`config.mk`:
```
export PLATFORM = sky130hd
export DESIGN_NAME = string_escape_decoder
export DESIGN_NICKNAME = d
export VERILOG_FILES = /design/src/sv/strdec_pkg.sv /design/src/sv/strdec_front.sv /design/src/sv/strdec_cmd_fifo.sv /design/src/sv/strdec_back.sv /design/src/sv/string_escape_decoder.sv
export SDC_FILE = /design/constraint.sdc
export NUM_CORES = 1
export LEC_CHECK = 0
export ABC_AREA = 0
export BUFFER_PORTS_ARGS = -buffer_cell sky130_fd_sc_hd__buf_2
export CAP_MARGIN = 20
export CORE_MARGIN = 3
export CORE_UTILIZATION = 36
export DETAILED_ROUTE_END_ITERATION = 16
export PLACE_DENSITY = 0.5
export SYNTH_ARGS = -nofsm -noshare
export SYNTH_HDL_FRONTEND = slang
export SYNTH_HIERARCHICAL = 1
export SYNTH_SLANG_ARGS = --single-unit
```
`constraint.sdc`:
```
create_clock -name clk_i -period 4.2 [get_ports clk_i]
set_input_delay 0.21 -clock clk_i [delete_from_list [all_inputs] [get_ports clk_i]]
set_output_delay 0.21 -clock clk_i [all_outputs]
set_load 0.005 [all_outputs]
```
`src/sv/strdec_pkg.sv`:
```
// Shared types, constants and character helpers for the string escape decoder.
// No dependencies; used by every module of the decoder.
`timescale 1ns / 1ps

package strdec_pkg;

  // One raw character of a literal body, as taken by the input queue port.
  typedef struct packed {
    logic [7:0] in_char;
    logic       has_char;
    logic       last;
  } in_item_t;

  // One decoded result, as shown on the output queue port.
  typedef struct packed {
    logic [7:0] out_byte;
    logic       byte_valid;
    logic       end_of_string;
    logic       failed;
  } out_item_t;

  // Escape parser state.
  typedef enum logic [2:0] {
    ModeIdle = 3'd0,
    ModeEsc  = 3'd1,
    ModeOct  = 3'd2,
    ModeHex0 = 3'd3,
    ModeHex1 = 3'd4
  } mode_e;

  // Command handed from front to back: up to two bytes and an end marker.
  typedef struct packed {
    logic       b0_vld;
    logic [7:0] b0;
    logic       b1_vld;
    logic [7:0] b1;
    logic       end_vld;
    logic       fail;
  } cmd_t;

  typedef struct packed {
    logic       ok;
    logic [3:0] val;
  } hex_t;

  typedef struct packed {
    logic       ok;
    logic [7:0] val;
  } esc_t;

  localparam logic [7:0] CharBslash = 8'h5C;
  localparam logic [7:0] CharX      = 8'h78;
  localparam logic [1:0] LastOctIdx = 2'd2;

  function automatic logic is_octal(input logic [7:0] c);
    is_octal = (c >= 8'h30) && (c <= 8'h37);
  endfunction

  function automatic hex_t hex_value(input logic [7:0] c);
    hex_t r;
    r = '0;
    if ((c >= 8'h30) && (c <= 8'h39)) begin
      r.ok  = 1'b1;
      r.val = 4'(c - 8'h30);
    end else if ((c >= 8'h61) && (c <= 8'h66)) begin
      r.ok  = 1'b1;
      r.val = 4'(c - 8'h57);
    end else if ((c >= 8'h41) && (c <= 8'h46)) begin
      r.ok  = 1'b1;
      r.val = 4'(c - 8'h37);
    end
    return r;
  endfunction

  function automatic esc_t simple_escape(input logic [7:0] c);
    esc_t r;
    r.ok = 1'b1;
    case (c)
      8'h61:   r.val = 8'h07;  // a
      8'h62:   r.val = 8'h08;  // b
      8'h66:   r.val = 8'h0C;  // f
      8'h6E:   r.val = 8'h0A;  // n
      8'h72:   r.val = 8'h0D;  // r
      8'h74:   r.val = 8'h09;  // t
      8'h76:   r.val = 8'h0B;  // v
      8'h5C:   r.val = 8'h5C;  // backslash
      8'h27:   r.val = 8'h27;  // single quote
      8'h22:   r.val = 8'h22;  // double quote
      8'h3F:   r.val = 8'h3F;  // question mark
      default: begin
        r.ok  = 1'b0;
        r.val = 8'h00;
      end
    endcase
    return r;
  endfunction

endpackage

```
`src/sv/strdec_front.sv`:
```
// Front end: takes one character per cycle while accepted, tracks escape
// state; one command per item at most, up to three results. Uses strdec_pkg.
`timescale 1ns / 1ps

module strdec_front (
  input  logic                 clk_i,
  input  logic                 rst_ni,
  input  strdec_pkg::in_item_t item_i,
  input  logic                 accept_i,
  output logic                 cmd_push_o,
  output strdec_pkg::cmd_t     cmd_o
);

  strdec_pkg::mode_e mode_q, mode_d, tk_mode;
  logic [7:0]        pv_q, pv_d, tk_pv;
  logic [1:0]        dt_q, dt_d, tk_dt;
  logic              err_q, err_d, tk_err;

  logic [7:0]        c;
  logic              c_oct;
  logic              c_bslash;
  strdec_pkg::hex_t  c_hex;
  strdec_pkg::esc_t  c_esc;
  strdec_pkg::cmd_t  cmd;

  assign c        = item_i.in_char;
  assign c_oct    = strdec_pkg::is_octal(c);
  assign c_bslash = (c == strdec_pkg::CharBslash);
  assign c_hex    = strdec_pkg::hex_value(c);
  assign c_esc    = strdec_pkg::simple_escape(c);

  // State after the character itself, before any end-of-string handling.
  always_comb begin
    tk_mode = mode_q;
    tk_pv   = pv_q;
    tk_dt   = dt_q;
    tk_err  = err_q;
    if (item_i.has_char) begin
      case (mode_q)
        strdec_pkg::ModeEsc: begin
          tk_mode = strdec_pkg::ModeIdle;
          if (c_oct) begin
            tk_pv   = {5'd0, c[2:0]};
            tk_dt   = 2'd1;
            tk_mode = strdec_pkg::ModeOct;
          end else if (c == strdec_pkg::CharX) begin
            tk_mode = strdec_pkg::ModeHex0;
          end else if (!c_esc.ok) begin
            tk_err = 1'b1;
          end
        end
        strdec_pkg::ModeOct: begin
          if (c_oct) begin
            tk_pv = {pv_q[4:0], c[2:0]};
            if (dt_q == strdec_pkg::LastOctIdx) begin
              tk_mode = strdec_pkg::ModeIdle;
              tk_dt   = 2'd0;
            end else begin
              tk_dt = dt_q + 2'd1;
            end
          end else begin
            tk_dt   = 2'd0;
            tk_mode = c_bslash ? strdec_pkg::ModeEsc : strdec_pkg::ModeIdle;
          end
        end
        strdec_pkg::ModeHex0: begin
          if (c_hex.ok) begin
            tk_pv   = {4'd0, c_hex.val};
            tk_mode = strdec_pkg::ModeHex1;
          end else begin
            tk_err  = 1'b1;
            tk_mode = strdec_pkg::ModeIdle;
          end
        end
        strdec_pkg::ModeHex1: begin
          if (c_hex.ok) begin
            tk_mode = strdec_pkg::ModeIdle;
          end else begin
            tk_mode = c_bslash ? strdec_pkg::ModeEsc : strdec_pkg::ModeIdle;
          end
        end
        default: begin
          tk_mode = c_bslash ? strdec_pkg::ModeEsc : strdec_pkg::ModeIdle;
        end
      endcase
    end
  end

  // Next state: end of string returns everything to reset values.
  always_comb begin
    mode_d = mode_q;
    pv_d   = pv_q;
    dt_d   = dt_q;
    err_d  = err_q;
    if (accept_i) begin
      if (item_i.last) begin
        mode_d = strdec_pkg::ModeIdle;
        pv_d   = '0;
        dt_d   = '0;
        err_d  = 1'b0;
      end else begin
        mode_d = tk_mode;
        pv_d   = tk_pv;
        dt_d   = tk_dt;
        err_d  = tk_err;
      end
    end
  end

  // Command contents.
  always_comb begin
    cmd = '0;
    if (item_i.has_char) begin
      case (mode_q)
        strdec_pkg::ModeEsc: begin
          if (!c_oct && (c != strdec_pkg::CharX) && c_esc.ok) begin
            cmd.b0_vld = 1'b1;
            cmd.b0     = c_esc.val;
          end
        end
        strdec_pkg::ModeOct: begin
          if (c_oct) begin
            if (dt_q == strdec_pkg::LastOctIdx) begin
              cmd.b0_vld = 1'b1;
              cmd.b0     = {pv_q[4:0], c[2:0]};
            end
          end else begin
            cmd.b0_vld = 1'b1;
            cmd.b0     = pv_q;
            cmd.b1_vld = !c_bslash;
            cmd.b1     = c;
          end
        end
        strdec_pkg::ModeHex0: begin
          cmd.b0_vld = 1'b0;
        end
        strdec_pkg::ModeHex1: begin
          cmd.b0_vld = 1'b1;
          if (c_hex.ok) begin
            cmd.b0 = {pv_q[3:0], c_hex.val};
          end else begin
            cmd.b0     = pv_q;
            cmd.b1_vld = !c_bslash;
            cmd.b1     = c;
          end
        end
        default: begin
          cmd.b0_vld = !c_bslash;
          cmd.b0     = c;
        end
      endcase
    end
    // A pending octal or single-hex escape is flushed at the end; slot 0 is
    // always free in those modes.
    if (item_i.last) begin
      if ((tk_mode == strdec_pkg::ModeOct) || (tk_mode == strdec_pkg::ModeHex1)) begin
        cmd.b0_vld = 1'b1;
        cmd.b0     = tk_pv;
      end
      cmd.end_vld = 1'b1;
      cmd.fail    = tk_err || (tk_mode == strdec_pkg::ModeEsc) ||
                    (tk_mode == strdec_pkg::ModeHex0);
    end
    // Once failed, no more bytes for this string.
    if (err_q) begin
      cmd.b0_vld = 1'b0;
      cmd.b1_vld = 1'b0;
    end
  end

  assign cmd_o      = cmd;
  assign cmd_push_o = accept_i && (cmd.b0_vld || cmd.b1_vld || cmd.end_vld);

  always_ff @(posedge clk_i or negedge rst_ni) begin
    if (!rst_ni) begin
      mode_q <= strdec_pkg::ModeIdle;
      pv_q   <= '0;
      dt_q   <= '0;
      err_q  <= 1'b0;
    end else begin
      mode_q <= mode_d;
      pv_q   <= pv_d;
      dt_q   <= dt_d;
      err_q  <= err_d;
    end
  end

endmodule

```
`src/sv/strdec_cmd_fifo.sv`:
```
// Small command queue between front and back of the escape decoder.
// Depends on strdec_pkg for the command type.
`timescale 1ns / 1ps

module strdec_cmd_fifo #(
  parameter int unsigned Depth = 2
) (
  input  logic             clk_i,
  input  logic             rst_ni,
  input  logic             push_i,
  input  strdec_pkg::cmd_t wdata_i,
  output logic             full_o,
  input  logic             pop_i,
  output strdec_pkg::cmd_t rdata_o,
  output logic             empty_o
);

  localparam int unsigned PtrW = (Depth > 1) ? $clog2(Depth) : 1;
  localparam int unsigned CntW = $clog2(Depth + 1);
  localparam logic [PtrW-1:0] PtrLast = PtrW'(Depth - 1);
  localparam logic [CntW-1:0] CntFull = CntW'(Depth);

  strdec_pkg::cmd_t mem_q [Depth];
  logic [PtrW-1:0]  wr_ptr_q, wr_ptr_d;
  logic [PtrW-1:0]  rd_ptr_q, rd_ptr_d;
  logic [CntW-1:0]  cnt_q, cnt_d;
  logic             do_push, do_pop;

  assign full_o  = (cnt_q == CntFull);
  assign empty_o = (cnt_q == '0);
  assign do_push = push_i && !full_o;
  assign do_pop  = pop_i && !empty_o;
  assign rdata_o = mem_q[rd_ptr_q];

  always_comb begin
    wr_ptr_d = wr_ptr_q;
    rd_ptr_d = rd_ptr_q;
    cnt_d    = cnt_q;
    if (do_push) begin
      wr_ptr_d = (wr_ptr_q == PtrLast) ? '0 : wr_ptr_q + 1'b1;
    end
    if (do_pop) begin
      rd_ptr_d = (rd_ptr_q == PtrLast) ? '0 : rd_ptr_q + 1'b1;
    end
    if (do_push && !do_pop) begin
      cnt_d = cnt_q + 1'b1;
    end else if (do_pop && !do_push) begin
      cnt_d = cnt_q - 1'b1;
    end
  end

  always_ff @(posedge clk_i) begin
    if (do_push) begin
      mem_q[wr_ptr_q] <= wdata_i;
    end
  end

  always_ff @(posedge clk_i or negedge rst_ni) begin
    if (!rst_ni) begin
      wr_ptr_q <= '0;
      rd_ptr_q <= '0;
      cnt_q    <= '0;
    end else begin
      wr_ptr_q <= wr_ptr_d;
      rd_ptr_q <= rd_ptr_d;
      cnt_q    <= cnt_d;
    end
  end

endmodule

```
`src/sv/strdec_back.sv`:
```
// Back end: walks the slots of the head command into the output register
// one per cycle while it is empty or popped. Depends on strdec_pkg.
`timescale 1ns / 1ps

module strdec_back (
  input  logic                  clk_i,
  input  logic                  rst_ni,
  input  strdec_pkg::cmd_t      cmd_i,
  input  logic                  cmd_empty_i,
  output logic                  cmd_pop_o,
  output strdec_pkg::out_item_t res_o,
  output logic                  empty_o,
  input  logic                  pop_i
);

  logic [2:0]            done_q, done_d;
  logic                  out_vld_q, out_vld_d;
  strdec_pkg::out_item_t out_q, out_d;

  logic [2:0] pend, sel, rest;
  logic       load, emit;

  assign pend = cmd_empty_i ? 3'b000 :
                ({cmd_i.end_vld, cmd_i.b1_vld, cmd_i.b0_vld} & ~done_q);
  assign sel  = pend[0] ? 3'b001 : (pend[1] ? 3'b010 : (pend[2] ? 3'b100 : 3'b000));
  assign rest = pend & ~sel;
  assign load = !out_vld_q || pop_i;
  assign emit = load && (pend != 3'b000);

  assign cmd_pop_o = emit && (rest == 3'b000);

  always_comb begin
    done_d    = done_q;
    out_vld_d = out_vld_q;
    out_d     = out_q;
    if (emit) begin
      out_vld_d = 1'b1;
      done_d    = (rest == 3'b000) ? 3'b000 : (done_q | sel);
      out_d     = '0;
      if (sel[0]) begin
        out_d.out_byte   = cmd_i.b0;
        out_d.byte_valid = 1'b1;
      end else if (sel[1]) begin
        out_d.out_byte   = cmd_i.b1;
        out_d.byte_valid = 1'b1;
      end else begin
        out_d.end_of_string = 1'b1;
        out_d.failed        = cmd_i.fail;
      end
    end else if (pop_i) begin
      out_vld_d = 1'b0;
    end
  end

  assign res_o   = out_q;
  assign empty_o = !out_vld_q;

  always_ff @(posedge clk_i) begin
    out_q <= out_d;
  end

  always_ff @(posedge clk_i or negedge rst_ni) begin
    if (!rst_ni) begin
      done_q    <= '0;
      out_vld_q <= 1'b0;
    end else begin
      done_q    <= done_d;
      out_vld_q <= out_vld_d;
    end
  end

endmodule

```
`src/sv/string_escape_decoder.sv`:
```
// Top level of the string escape decoder: front end, command queue, back end.
// Depends on strdec_pkg, strdec_front, strdec_cmd_fifo and strdec_back.
`timescale 1ns / 1ps

// Decodes the body of a C-style string literal, one raw character per
// request, into bytes. Octal escapes take one to three digits 0-7 and wrap
// to 8 bits; hex escapes are x plus one or two hex digits; the usual simple
// escapes are supported. A bad escape, a dangling backslash or a bare x
// marks the string failed: later bytes are dropped and the end result
// carries failed = 1. Each request yields zero to three results (a flushed
// escape byte, the character's own byte, the end result). Timing: a request
// is taken every cycle while full is low. The front end classifies it in the
// cycle it is pushed and writes at most one command into a CmdDepth-entry
// queue; the back end turns each command into results at one result per
// cycle through the output register while that register is empty or
// popped, so sustained throughput is one item per cycle as long as items
// average at most one result. A request's first result passes the command
// queue and then the output register before it reaches the result port.
module string_escape_decoder #(
  parameter int unsigned CmdDepth = 2
) (
  input  logic                  clk_i,
  input  logic                  rst_ni,
  input  strdec_pkg::in_item_t  item_i,
  input  logic                  push,
  output logic                  full,
  output strdec_pkg::out_item_t result_o,
  output logic                  empty,
  input  logic                  pop
);

  logic             accept;
  logic             cmd_push;
  strdec_pkg::cmd_t cmd_wdata;
  strdec_pkg::cmd_t cmd_head;
  logic             cmd_full;
  logic             cmd_empty;
  logic             cmd_pop;

  // A request is taken whenever the command queue has room.
  assign full   = cmd_full;
  assign accept = push && !cmd_full;

  strdec_front u_front (
    .clk_i      (clk_i),
    .rst_ni     (rst_ni),
    .item_i     (item_i),
    .accept_i   (accept),
    .cmd_push_o (cmd_push),
    .cmd_o      (cmd_wdata)
  );

  strdec_cmd_fifo #(
    .Depth (CmdDepth)
  ) u_cmd_fifo (
    .clk_i   (clk_i),
    .rst_ni  (rst_ni),
    .push_i  (cmd_push),
    .wdata_i (cmd_wdata),
    .full_o  (cmd_full),
    .pop_i   (cmd_pop),
    .rdata_o (cmd_head),
    .empty_o (cmd_empty)
  );

  strdec_back u_back (
    .clk_i       (clk_i),
    .rst_ni      (rst_ni),
    .cmd_i       (cmd_head),
    .cmd_empty_i (cmd_empty),
    .cmd_pop_o   (cmd_pop),
    .res_o       (result_o),
    .empty_o     (empty),
    .pop_i       (pop)
  );

`ifndef SYNTHESIS
  // Front end only writes a command when the queue had room.
  assert property (@(posedge clk_i) disable iff (!rst_ni) cmd_push |-> !cmd_full)
    else $error("command written into full queue");

  // Every queued command carries at least one result.
  assert property (@(posedge clk_i) disable iff (!rst_ni)
    cmd_push |-> (cmd_wdata.b0_vld || cmd_wdata.b1_vld || cmd_wdata.end_vld))
    else $error("empty command queued");

  // An end result never also claims a byte.
  assert property (@(posedge clk_i) disable iff (!rst_ni)
    (!empty && result_o.end_of_string) |-> !result_o.byte_valid)
    else $error("end result with byte_valid set");

  // The back end only pops a command that is there.
  assert property (@(posedge clk_i) disable iff (!rst_ni) cmd_pop |-> !cmd_empty)
    else $error("pop from empty command queue");
`endif

endmodule
```
==> impl_metrics.tcl, run 1 <==
set metrics [dict create \
    status "complete, no violations" \
    htree_levels 3 \
    seq_area_um2 2080 \
    critical_path.endpoint_type "flop" \
    initial_core_util_pct 37.4 \
    place_congestion 0.901 \
    ys_ff_latch 73 \
    synth.avg_cell_area_um2 10.9 \
    cp_max_fo 20 \
    power.density_nw_per_um2 528 \
    hold_viol 0 \
    synth_warnings 6 \
    postCtsSetupRepairBufs 0 \
    rows 40 \
    ys_seq_area_share_pct 45.8 \
    die_area_um2 14000 \
    fp.coreArea_um2 12200 \
    place_area_um2 4790 \
    portBuffers 26 \
    post_drt_wl_per_cell_um 19.5 \
    nets 455 \
    grt_max_degree 27 \
    synth-edff-count 51 \
    netlist_area_um2 4550 \
    period_needed_ns 3.05 \
    grt_usage_pct 16.9 \
    muxShareOfSynthArea_pct 5.67 \
    clock_latency_ns 0.33 \
    setup_ws_ns 1.15 \
    routed_wl_um 11900 \
    cts.path.max_buffers 2 \
    maxSlewHeadroom_pct 39.9 \
    finalClockSkew_ns 0.00746 \
    cts.clk_slew.worst_paths_ns 0.06 \
    synth_nets 436 \
    n_fill_cell 1160 \
    dr.pass1.iters 7 \
    drive_above_1_share_pct 17.3 \
    syn2layout_area_growth_pct 12.0 \
    ant_nets 0 \
    synth_most_common_cell "edfxtp_1" \
    worstMarginPinSlew_ns 0.898 \
    synth_area_leader_cell "edfxtp_1" \
    syn_inst 416 \
    clkSinkCount 73 \
    grt_remaining_overflow 0 \
    multiInputGateArea_um2 2240 \
    rsz0062_at_grt "false" \
    reg2reg_to "u_cmd_fifo/mem_q[0][15]" \
    synth_area_leaders "edfxtp_1 34%, dfrtp_1 12%, mux2_1 4.7%" \
    synth-simple-area-share_pct 17.7 \
    synth-compound-area-share_pct 21.3 \
    slew_viol_final 0 \
    cts-root-buf "clkbuf_16" \
    reg2reg_slack_ns 1.15 \
    fin_area_um2 5090 \
    min_path_cells 2 \
    yosysUniqueCellTypes 88 \
    synthXorXnorAreaFrac_pct 2.89 \
    max_freq_mhz 328 \
    worstSetupPathType "reg2reg" \
    fin_crit_sh_pct 72.5 \
    grt_pass1_wl_um 18800 \
    die_y_um 118 \
    ctsResizeCount 0 \
    diodes 0 \
    yosys.area_share.adder_pct 1.65 \
    via_per_inst 5.78 \
    synth_top_area_share_pct 33.7 \
    crit_arrival_ns 3.05 \
    grt_pass1_vias 3258 \
    numCtsBuffers 9 \
    worstReg2RegStart "u_front/mode_q[1]" \
    power.leakage_nw 1.87 \
    setup_viol 0 \
    hp-start "pop" \
    drtIter0Drc 490 \
    reg2regPathDepth 9 \
    finalSetupTns_ns 0 \
    ys_top_cells_by_count "51 x edfxtp_1, 22 x dfrtp_1, 22 x nor2_1, 22 x o21ai_0, 20 x inv_1" \
    synth_top_family_by_area "compound AO/OA/AOI/OAI gates" \
    cts_tree "yes" \
    hold_path_end "u_back/out_vld_q" \
    drc 0 \
    die_x_um 118 \
    ys_async_sr_fraction_pct 30.1 \
    routed-via-count 3515 \
    antenna_found_initial 0 \
    preCtsSetupSlack_ns 0.919 \
    synth_ff_type "edfxtp_1" \
    dp_hpwl_um 8430 \
    ir_drop_v 0.000213 \
    io_pins 27 \
    hold_class "in2reg" \
    critPathLaunchType "flop" \
    maxCapViolCount 0 \
    crit_required_ns 4.20 \
]
[cell usage in the layout (no fill, tap or decap), drive strengths merged, types with 4 or more instances in the layout]
master  instances
xnor2           9
a21o            4
nor3           10
dfrtp          22
clkbuf         10
nor2           23
a21oi          16
nand3           9
a22o            8
nor2b           7
buf            33
nor3b           7
mux2           22
o21ai          24
a22oi           8
o31ai           5
edfxtp         51
inv            21
o22ai          17
nand2b         10
a31oi           8
o211ai          6
ha              6
and3           14
nand2          16
[repair_timing]
item | 4_1_cts | 5_1_grt
endpoints found under the hold margin | 22 | 0
hold buffers | 1 | 0
endpoints found under the setup margin | 0 | 0
[kinds of logic after synthesis]
| logic type | Yosys count |
|---|---|
| simple gates | 127 |
| mux | 23 |
| xor+xnor | 12 |
| fa+ha+maj | 6 |
| compound gates | 129 |
| flops | 73 |
| buf+inv | 46 |
[state kept, by name (all words and copies together) (netlist names)]
signal               count
u_cmd_fifo/rd_ptr_q      1
u_front/pv_q             8
u_cmd_fifo/wr_ptr_q      1
u_back/res_o            11
u_cmd_fifo/mem_q        40
u_front/err_q            1
u_back/out_vld_q         1
u_cmd_fifo/cnt_q         2
u_front/dt_q             2
u_back/done_q            3
u_front/mode_q           3
[worst max-delay path by stage]
stage,from,endpoint,slack (ns),depth (start not counted)
floorplan,item_i[2],u_cmd_fifo/mem_q[0][0],0.60,11
global placement,item_i[3],u_cmd_fifo/mem_q[0][7],1.07,12
detailed placement,item_i[3],u_cmd_fifo/mem_q[0][7],0.92,12
CTS,u_front/mode_q[1],u_cmd_fifo/mem_q[0][2],1.21,9
global route,u_front/mode_q[1],u_cmd_fifo/cnt_q[1],0.72,12
finish,u_front/mode_q[1],u_cmd_fifo/mem_q[0][15],1.15,9
[layout make-up]
cell class | count | area share (%)
Timing Repair Buffer | 34 | 3.78
Multi-Input combinational cell | 297 | 43.9
Clock inverter | 6 | 1.33
Sequential cell | 73 | 40.9
Inverter | 20 | 1.47
Tap cell | 168 | 4.13
Clock buffer | 10 | 4.50
[per-stage QoR]
step	cells	util (%)	hold slack, ns	power, mW
after global placement	591	39.4	0.216	1.96
after detailed placement	591	39.4	0.219	1.97
after global routing	608	41.9	0.0766	2.85
after CTS	608	41.9	0.0694	2.73
after floorplan	416	-	-0.0856	1.77
final	608	41.9	0.0802	2.69
[power breakdown]
group	internal (mW)	switching [mW]	total, mW
clock	0.462	0.290	0.752
sequential	1.00	0.0888	1.09
combinational	0.375	0.472	0.847
total	1.84	0.852	2.69
[metal layers]
metal	share of wire, %	vias up	track usage, %
li1	-	1649	-
met1	43	1692	23.3
met2	47	148	26.5
met3	7.7	26	3.21
met4	3.0	0	6.52
met5	0	-	0
[worst max-delay path: stages (launching register included)]
cell and delay, ns:
dfrtp_1 0.52, nor2_1 0.43, nand2_1 0.29, o32ai_2 0.30, nor3b_1 0.40, nor2_1 0.07, a21boi_1 0.19, nand2_1 0.12
nor2_1 0.10, buf_4 0.28
No activity file was read; power rests on OpenSTA's default activity.
==> inputs of run 2 (changes only) <==
clock period = 3.15 ns   (was 4.2 ns; I/O delays follow)
==> impl_metrics.tcl, run 2 (same netlist as run 1, synthesis figures left out) <==
set metrics [dict create \
    ctsResizeCount 0 \
    rows 40 \
    dr.pass1.iters 5 \
    nets 475 \
    drtIter0Drc 305 \
    hold_viol 0 \
    critical_path.endpoint_type "flop" \
    die_area_um2 14000 \
    io_pins 27 \
    ant_nets 0 \
    diodes 0 \
    grt_pass1_wl_um 18900 \
    routed_wl_um 11900 \
    crit_family "simple AND/OR/NAND/NOR gates" \
    grt_usage_pct 17.2 \
    fin_crit_sh_pct 85.3 \
    clock_latency_ns 0.34 \
    final_common_cell "edfxtp_1" \
    period_needed_ns 2.69 \
    hold_class "in2reg" \
    grt_remaining_overflow 0 \
    drive_above_1_share_pct 21.3 \
    antenna_found_initial 0 \
    cp_max_fo 11 \
    routed-via-count 3610 \
    place_congestion 0.976 \
    portBuffers 26 \
    postCtsSetupRepairBufs 0 \
    cts.clk_slew.worst_paths_ns 0.06 \
    clkSinkCount 73 \
    numCtsBuffers 9 \
    power.density_nw_per_um2 696 \
    ir_drop_v 0.000194 \
    slew_viol_final 0 \
    maxSlewHeadroom_pct 52.7 \
    max_freq_mhz 372 \
    worst-path-buf-inv 3 \
    n_fill_cell 1138 \
    htree_levels 3 \
    fp.coreArea_um2 12200 \
    power.leakage_nw 1.98 \
    worstPathCellList "buf_2, inv_1, ha_1, nand2_1, o21ai_0, or4b_2, a31oi_1, o21ai_0, a21boi_1, nand2_1, inv_1, ha_1, xor2_1, nor2_1, xor2_1" \
    largest_register_ffs 40 \
    syn2layout_area_growth_pct 16.2 \
    grt_pass1_vias 3364 \
    status "complete, no violations" \
    finalClockSkew_ns 0.0150 \
    worstMarginPinSlew_ns 0.708 \
    cp_slowest_cell "or4b_2" \
    cts.path.max_buffers 2 \
    cts_tree "yes" \
    crit_arrival_ns 2.90 \
    top_register "u_cmd_fifo/mem_q" \
    whs_ns 0.0255 \
    grt_max_degree 25 \
    crit_required_ns 3.37 \
    die_x_um 118 \
    via_per_inst 5.75 \
    maxCapViolCount 0 \
    worstSetupPathType "in2reg" \
    drc 0 \
    rsz0062_at_grt "false" \
    layout_common_cells "51 x edfxtp_1, 26 x buf_2, 25 x buf_4" \
    cts_hold_buf 1 \
    cts-root-buf "clkbuf_16" \
    critPathLaunchType "input port" \
    finalSetupTns_ns 0 \
    initial_core_util_pct 37.4 \
    die_y_um 118 \
    dp_hpwl_um 8680 \
    post_drt_wl_per_cell_um 18.9 \
    critPathMaxStageDelay_ns 0.66 \
    setup_viol 0 \
]
==> run 2: changes by cell type in the layout (fill, tap and decap cells not counted), sizes merged <==
| cell | delta |
|---|---|
| clkbuf | -1 |
| buf | +20 |
| inv | +1 |
==> run 2: area by class of cell <==
type | instances | area, um2 | area share, %
clock buffer | 9 | 225 | 4.26
multi-input combinational | 297 | 2240 | 42.5
sequential | 73 | 2080 | 39.4
timing repair buffer | 54 | 368 | 6.96
inverter | 20 | 75.1 | 1.42
tap | 168 | 210 | 3.98
clock inverter | 7 | 78.8 | 1.49
==> run 2: worst paths after layout <==
check | start | endpoint | slack, ns | depth (start not counted)
min reg2reg | u_back/done_q[2] | u_back/done_q[2] | 0.52 | 1
max reg2reg | u_front/mode_q[2] | u_cmd_fifo/mem_q[1][11] | 0.52 | 6
max | item_i[2] | u_cmd_fifo/cnt_q[1] | 0.46 | 15
min | pop | u_back/out_vld_q | 0.03 | 2
min in group asynchronous | rst_ni | u_front/err_q | 0.33 | 2
max in group asynchronous | rst_ni | u_front/mode_q[0] | 2.45 | 2
==> run 2: worst reg2reg max path: cells and delay by family, from the launching register on <==
family | cells | cell delay [ns]
AOI/OAI and AO/OA | 2 | 0.90
xor gates and xnor gates | 1 | 0.20
DFF | 1 | 0.66
and+or+nand+nor | 3 | 0.66
==> run 2: routing by layer <==
layer  up-vias  track usage, %  routed length, um
li1       1695               -                  -
met1      1743            23.0               5260
met2       147            26.9               5540
met3        25            3.78                776
met4         0            7.24                312
met5         -               0                  0
==> run 2: report_power, final <==
group	internal, mW	switching [mW]	total [mW]
registers	1.33	0.127	1.46
logic	0.548	0.624	1.17
clock network	0.621	0.422	1.04
total	2.50	1.17	3.68
==> run 2: metrics by stage <==
stage          instances  worst slack (ns)  total power [mW]  util (%)  cell area [um2]
2_1_floorplan        416            0.0177              2.37         -             4550
3_3_place_gp         611             0.196              2.67      40.9             4970
3_5_place_dp         611             0.122              2.67      40.9             4970
4_1_cts              628             0.475              3.73      43.4             5280
5_1_grt              628             0.218              3.89      43.4             5280
6_report             628             0.462              3.68      43.4             5280
==> inputs of run 3 (changes only) <==
CORE_UTILIZATION = 61   (was 36)
PLACE_DENSITY = 0.78   (was 0.5)
==> impl_metrics.tcl, run 3 (same netlist as run 1, synthesis figures left out) <==
set metrics [dict create \
    drive_above_1_share_pct 20.4 \
    crit_arrival_ns 3.03 \
    final_common_cell "edfxtp_1" \
    maxCapViolCount 0 \
    cp_slowest_cell "nor3b_1" \
    max_freq_mhz 356 \
    p_seq_share_pct 44.0 \
    p_sw_mw 1.12 \
    ant_nets 0 \
    setup_viol 0 \
    ir_drop_v 0.000319 \
    nets 472 \
    cts.path.max_buffers 2 \
    post_drt_wl_per_cell_um 20.9 \
    cts-root-buf "clkbuf_8" \
    worstMarginPinSlew_ns 0.883 \
    reg2reg_to "u_cmd_fifo/cnt_q[1]" \
    finalSetupTns_ns 0 \
    hold_viol 0 \
    cts.clk_slew.worst_paths_ns 0.08 \
    maxSlewHeadroom_pct 41.0 \
    io_pins 27 \
    initial_core_util_pct 64.8 \
    portBuffers 26 \
    critical_path.endpoint_type "flop" \
    status "complete, no violations" \
    grt_usage_pct 28.4 \
    switching_share_pct 33.7 \
    slew_viol_final 0 \
    drtIter0Drc 369 \
    power_frac_comb_pct 36.1 \
    reg2reg_slack_ns 0.36 \
    largest_register_ffs 40 \
    setup_ws_ns 0.345 \
    p_int_mw 2.19 \
    antenna_found_initial 0 \
    drc 0 \
    clkSinkCount 73 \
    grt_max_degree 27 \
    dp_hpwl_um 8310 \
    syn2layout_area_growth_pct 10.8 \
    hp-start "pop" \
    grt_pass1_vias 3607 \
    cts_tree "yes" \
    power.leakage_nw 1.91 \
    postCtsSetupRepairBufs 0 \
    die_x_um 92.3 \
    fin_crit_sh_pct 89.1 \
    numCtsBuffers 9 \
    preCtsSetupSlack_ns 0.0294 \
    clock_latency_ns 0.34 \
    routed_wl_um 11600 \
    reg2regPathDepth 11 \
    crit_required_ns 3.38 \
    dr.pass1.iters 6 \
    period_needed_ns 2.81 \
    ctsResizeCount 0 \
    die_y_um 92.3 \
    hold_class "in2reg" \
    diodes 0 \
    hold_path_end "u_back/out_vld_q" \
    die_area_um2 8530 \
    cp_max_fo 9 \
    place_congestion 0.999 \
    grt_pass1_wl_um 19100 \
    power.density_nw_per_um2 656 \
    critPathLaunchType "input port" \
    finalClockSkew_ns 0.0162 \
    fp.coreArea_um2 7020 \
    routed-via-count 3745 \
    min_path_cells 2 \
    worstSetupPathType "in2reg" \
    layout_common_cells "51 x edfxtp_1, 26 x buf_2, 22 x o21ai_0, 22 x dfrtp_1, 22 x buf_4" \
    via_per_inst 6.77 \
    critPathMaxStageDelay_ns 0.38 \
    worstPathCellList "buf_2, inv_1, ha_1, nor3b_1, buf_4, nor3_4, o32ai_2, nor3b_1, nor2_1, a21boi_1, nand2_1, inv_1, ha_1, xor2_1, nor2_1, xor2_1" \
    grt_remaining_overflow 0 \
    top_register "u_cmd_fifo/mem_q" \
    rsz0062_at_grt "false" \
    rows 30 \
    worstReg2RegStart "u_front/mode_q[2]" \
    clkPwrFrac_pct 19.9 \
    htree_levels 3 \
    cp-startpoint "item_i[3]" \
    utilization_pct 71.8 \
]
[run 3: changes by cell type in the layout (fill, tap and decap cells not counted)]
cell,delta
clkbuf_8,+10
clkinvlp_4,-2
buf_4,-3
bufinv_16,-1
clkbuf_16,-9
clkbuf_1,+2
clkinv_2,+1
inv_8,-1
[run 3: area by class of cell]
| class | count | area, um2 |
|---|---|---|
| Tap cell | 96 | 120 |
| Clock inverter | 4 | 27.5 |
| Multi-Input combinational cell | 297 | 2240 |
| Timing Repair Buffer | 51 | 345 |
| Sequential cell | 73 | 2080 |
| Clock buffer | 12 | 145 |
| Fill cell | 521 | 1980 |
| Inverter | 20 | 75.1 |
[run 3: how the worst max path moves through the flow]
stage | end | slack (ns) | cells after the start
final | u_cmd_fifo/cnt_q[1] | 0.34 | 16
after global routing | u_cmd_fifo/cnt_q[1] | 0.01 | 16
after CTS | u_cmd_fifo/cnt_q[1] | 0.37 | 16
after detailed placement | u_cmd_fifo/cnt_q[1] | 0.03 | 16
after global placement | u_cmd_fifo/cnt_q[1] | 0.18 | 15
after floorplan | u_cmd_fifo/mem_q[1][0] | 0.02 | 10
[run 3: per-layer routing]
metal  share of wire [%]  vias up  track usage (%)
li1                    -     1690                -
met1                  41     1792             38.1
met2                  47      213             44.9
met3                 7.5       50             4.96
met4                 4.2        0             13.5
met5                   0        -                0
[run 3: stage by stage]
step                      hold WS [ns]  instances  cell area (um2)  total power, mW
after floorplan                 -0.138        416             4550             2.37
after global placement           0.147        536             4860             2.62
after detailed placement         0.156        536             4860             2.67
after CTS                       0.0285        553             5040             3.32
after global routing            0.0545        553             5040             3.50
final                           0.0290        553             5040             3.31
[run 3: what timing repair did]
action | 4_1_cts | 5_1_grt
hold buffers | 1 | 0
setup endpoints to repair | 0 | 0
hold endpoints to repair | 22 | 0
[run 3: power by group through the flow]
stage	logic, mW	registers, mW	clock network, mW
after detailed placement	1.19	1.47	0
after global routing	1.31	1.48	0.710
after global placement	1.16	1.46	0
after floorplan	0.913	1.45	0
final	1.19	1.46	0.657
after CTS	1.20	1.46	0.666
[run 3: critical path: cells and delay by family]
family | cells | cell delay (ns)
and+or+nand+nor | 6 | 1.07
buffers and inverters | 4 | 0.59
AOI/OAI and AO/OA | 2 | 0.52
adders and majority gates | 2 | 0.40
xor gates and xnor gates | 2 | 0.28
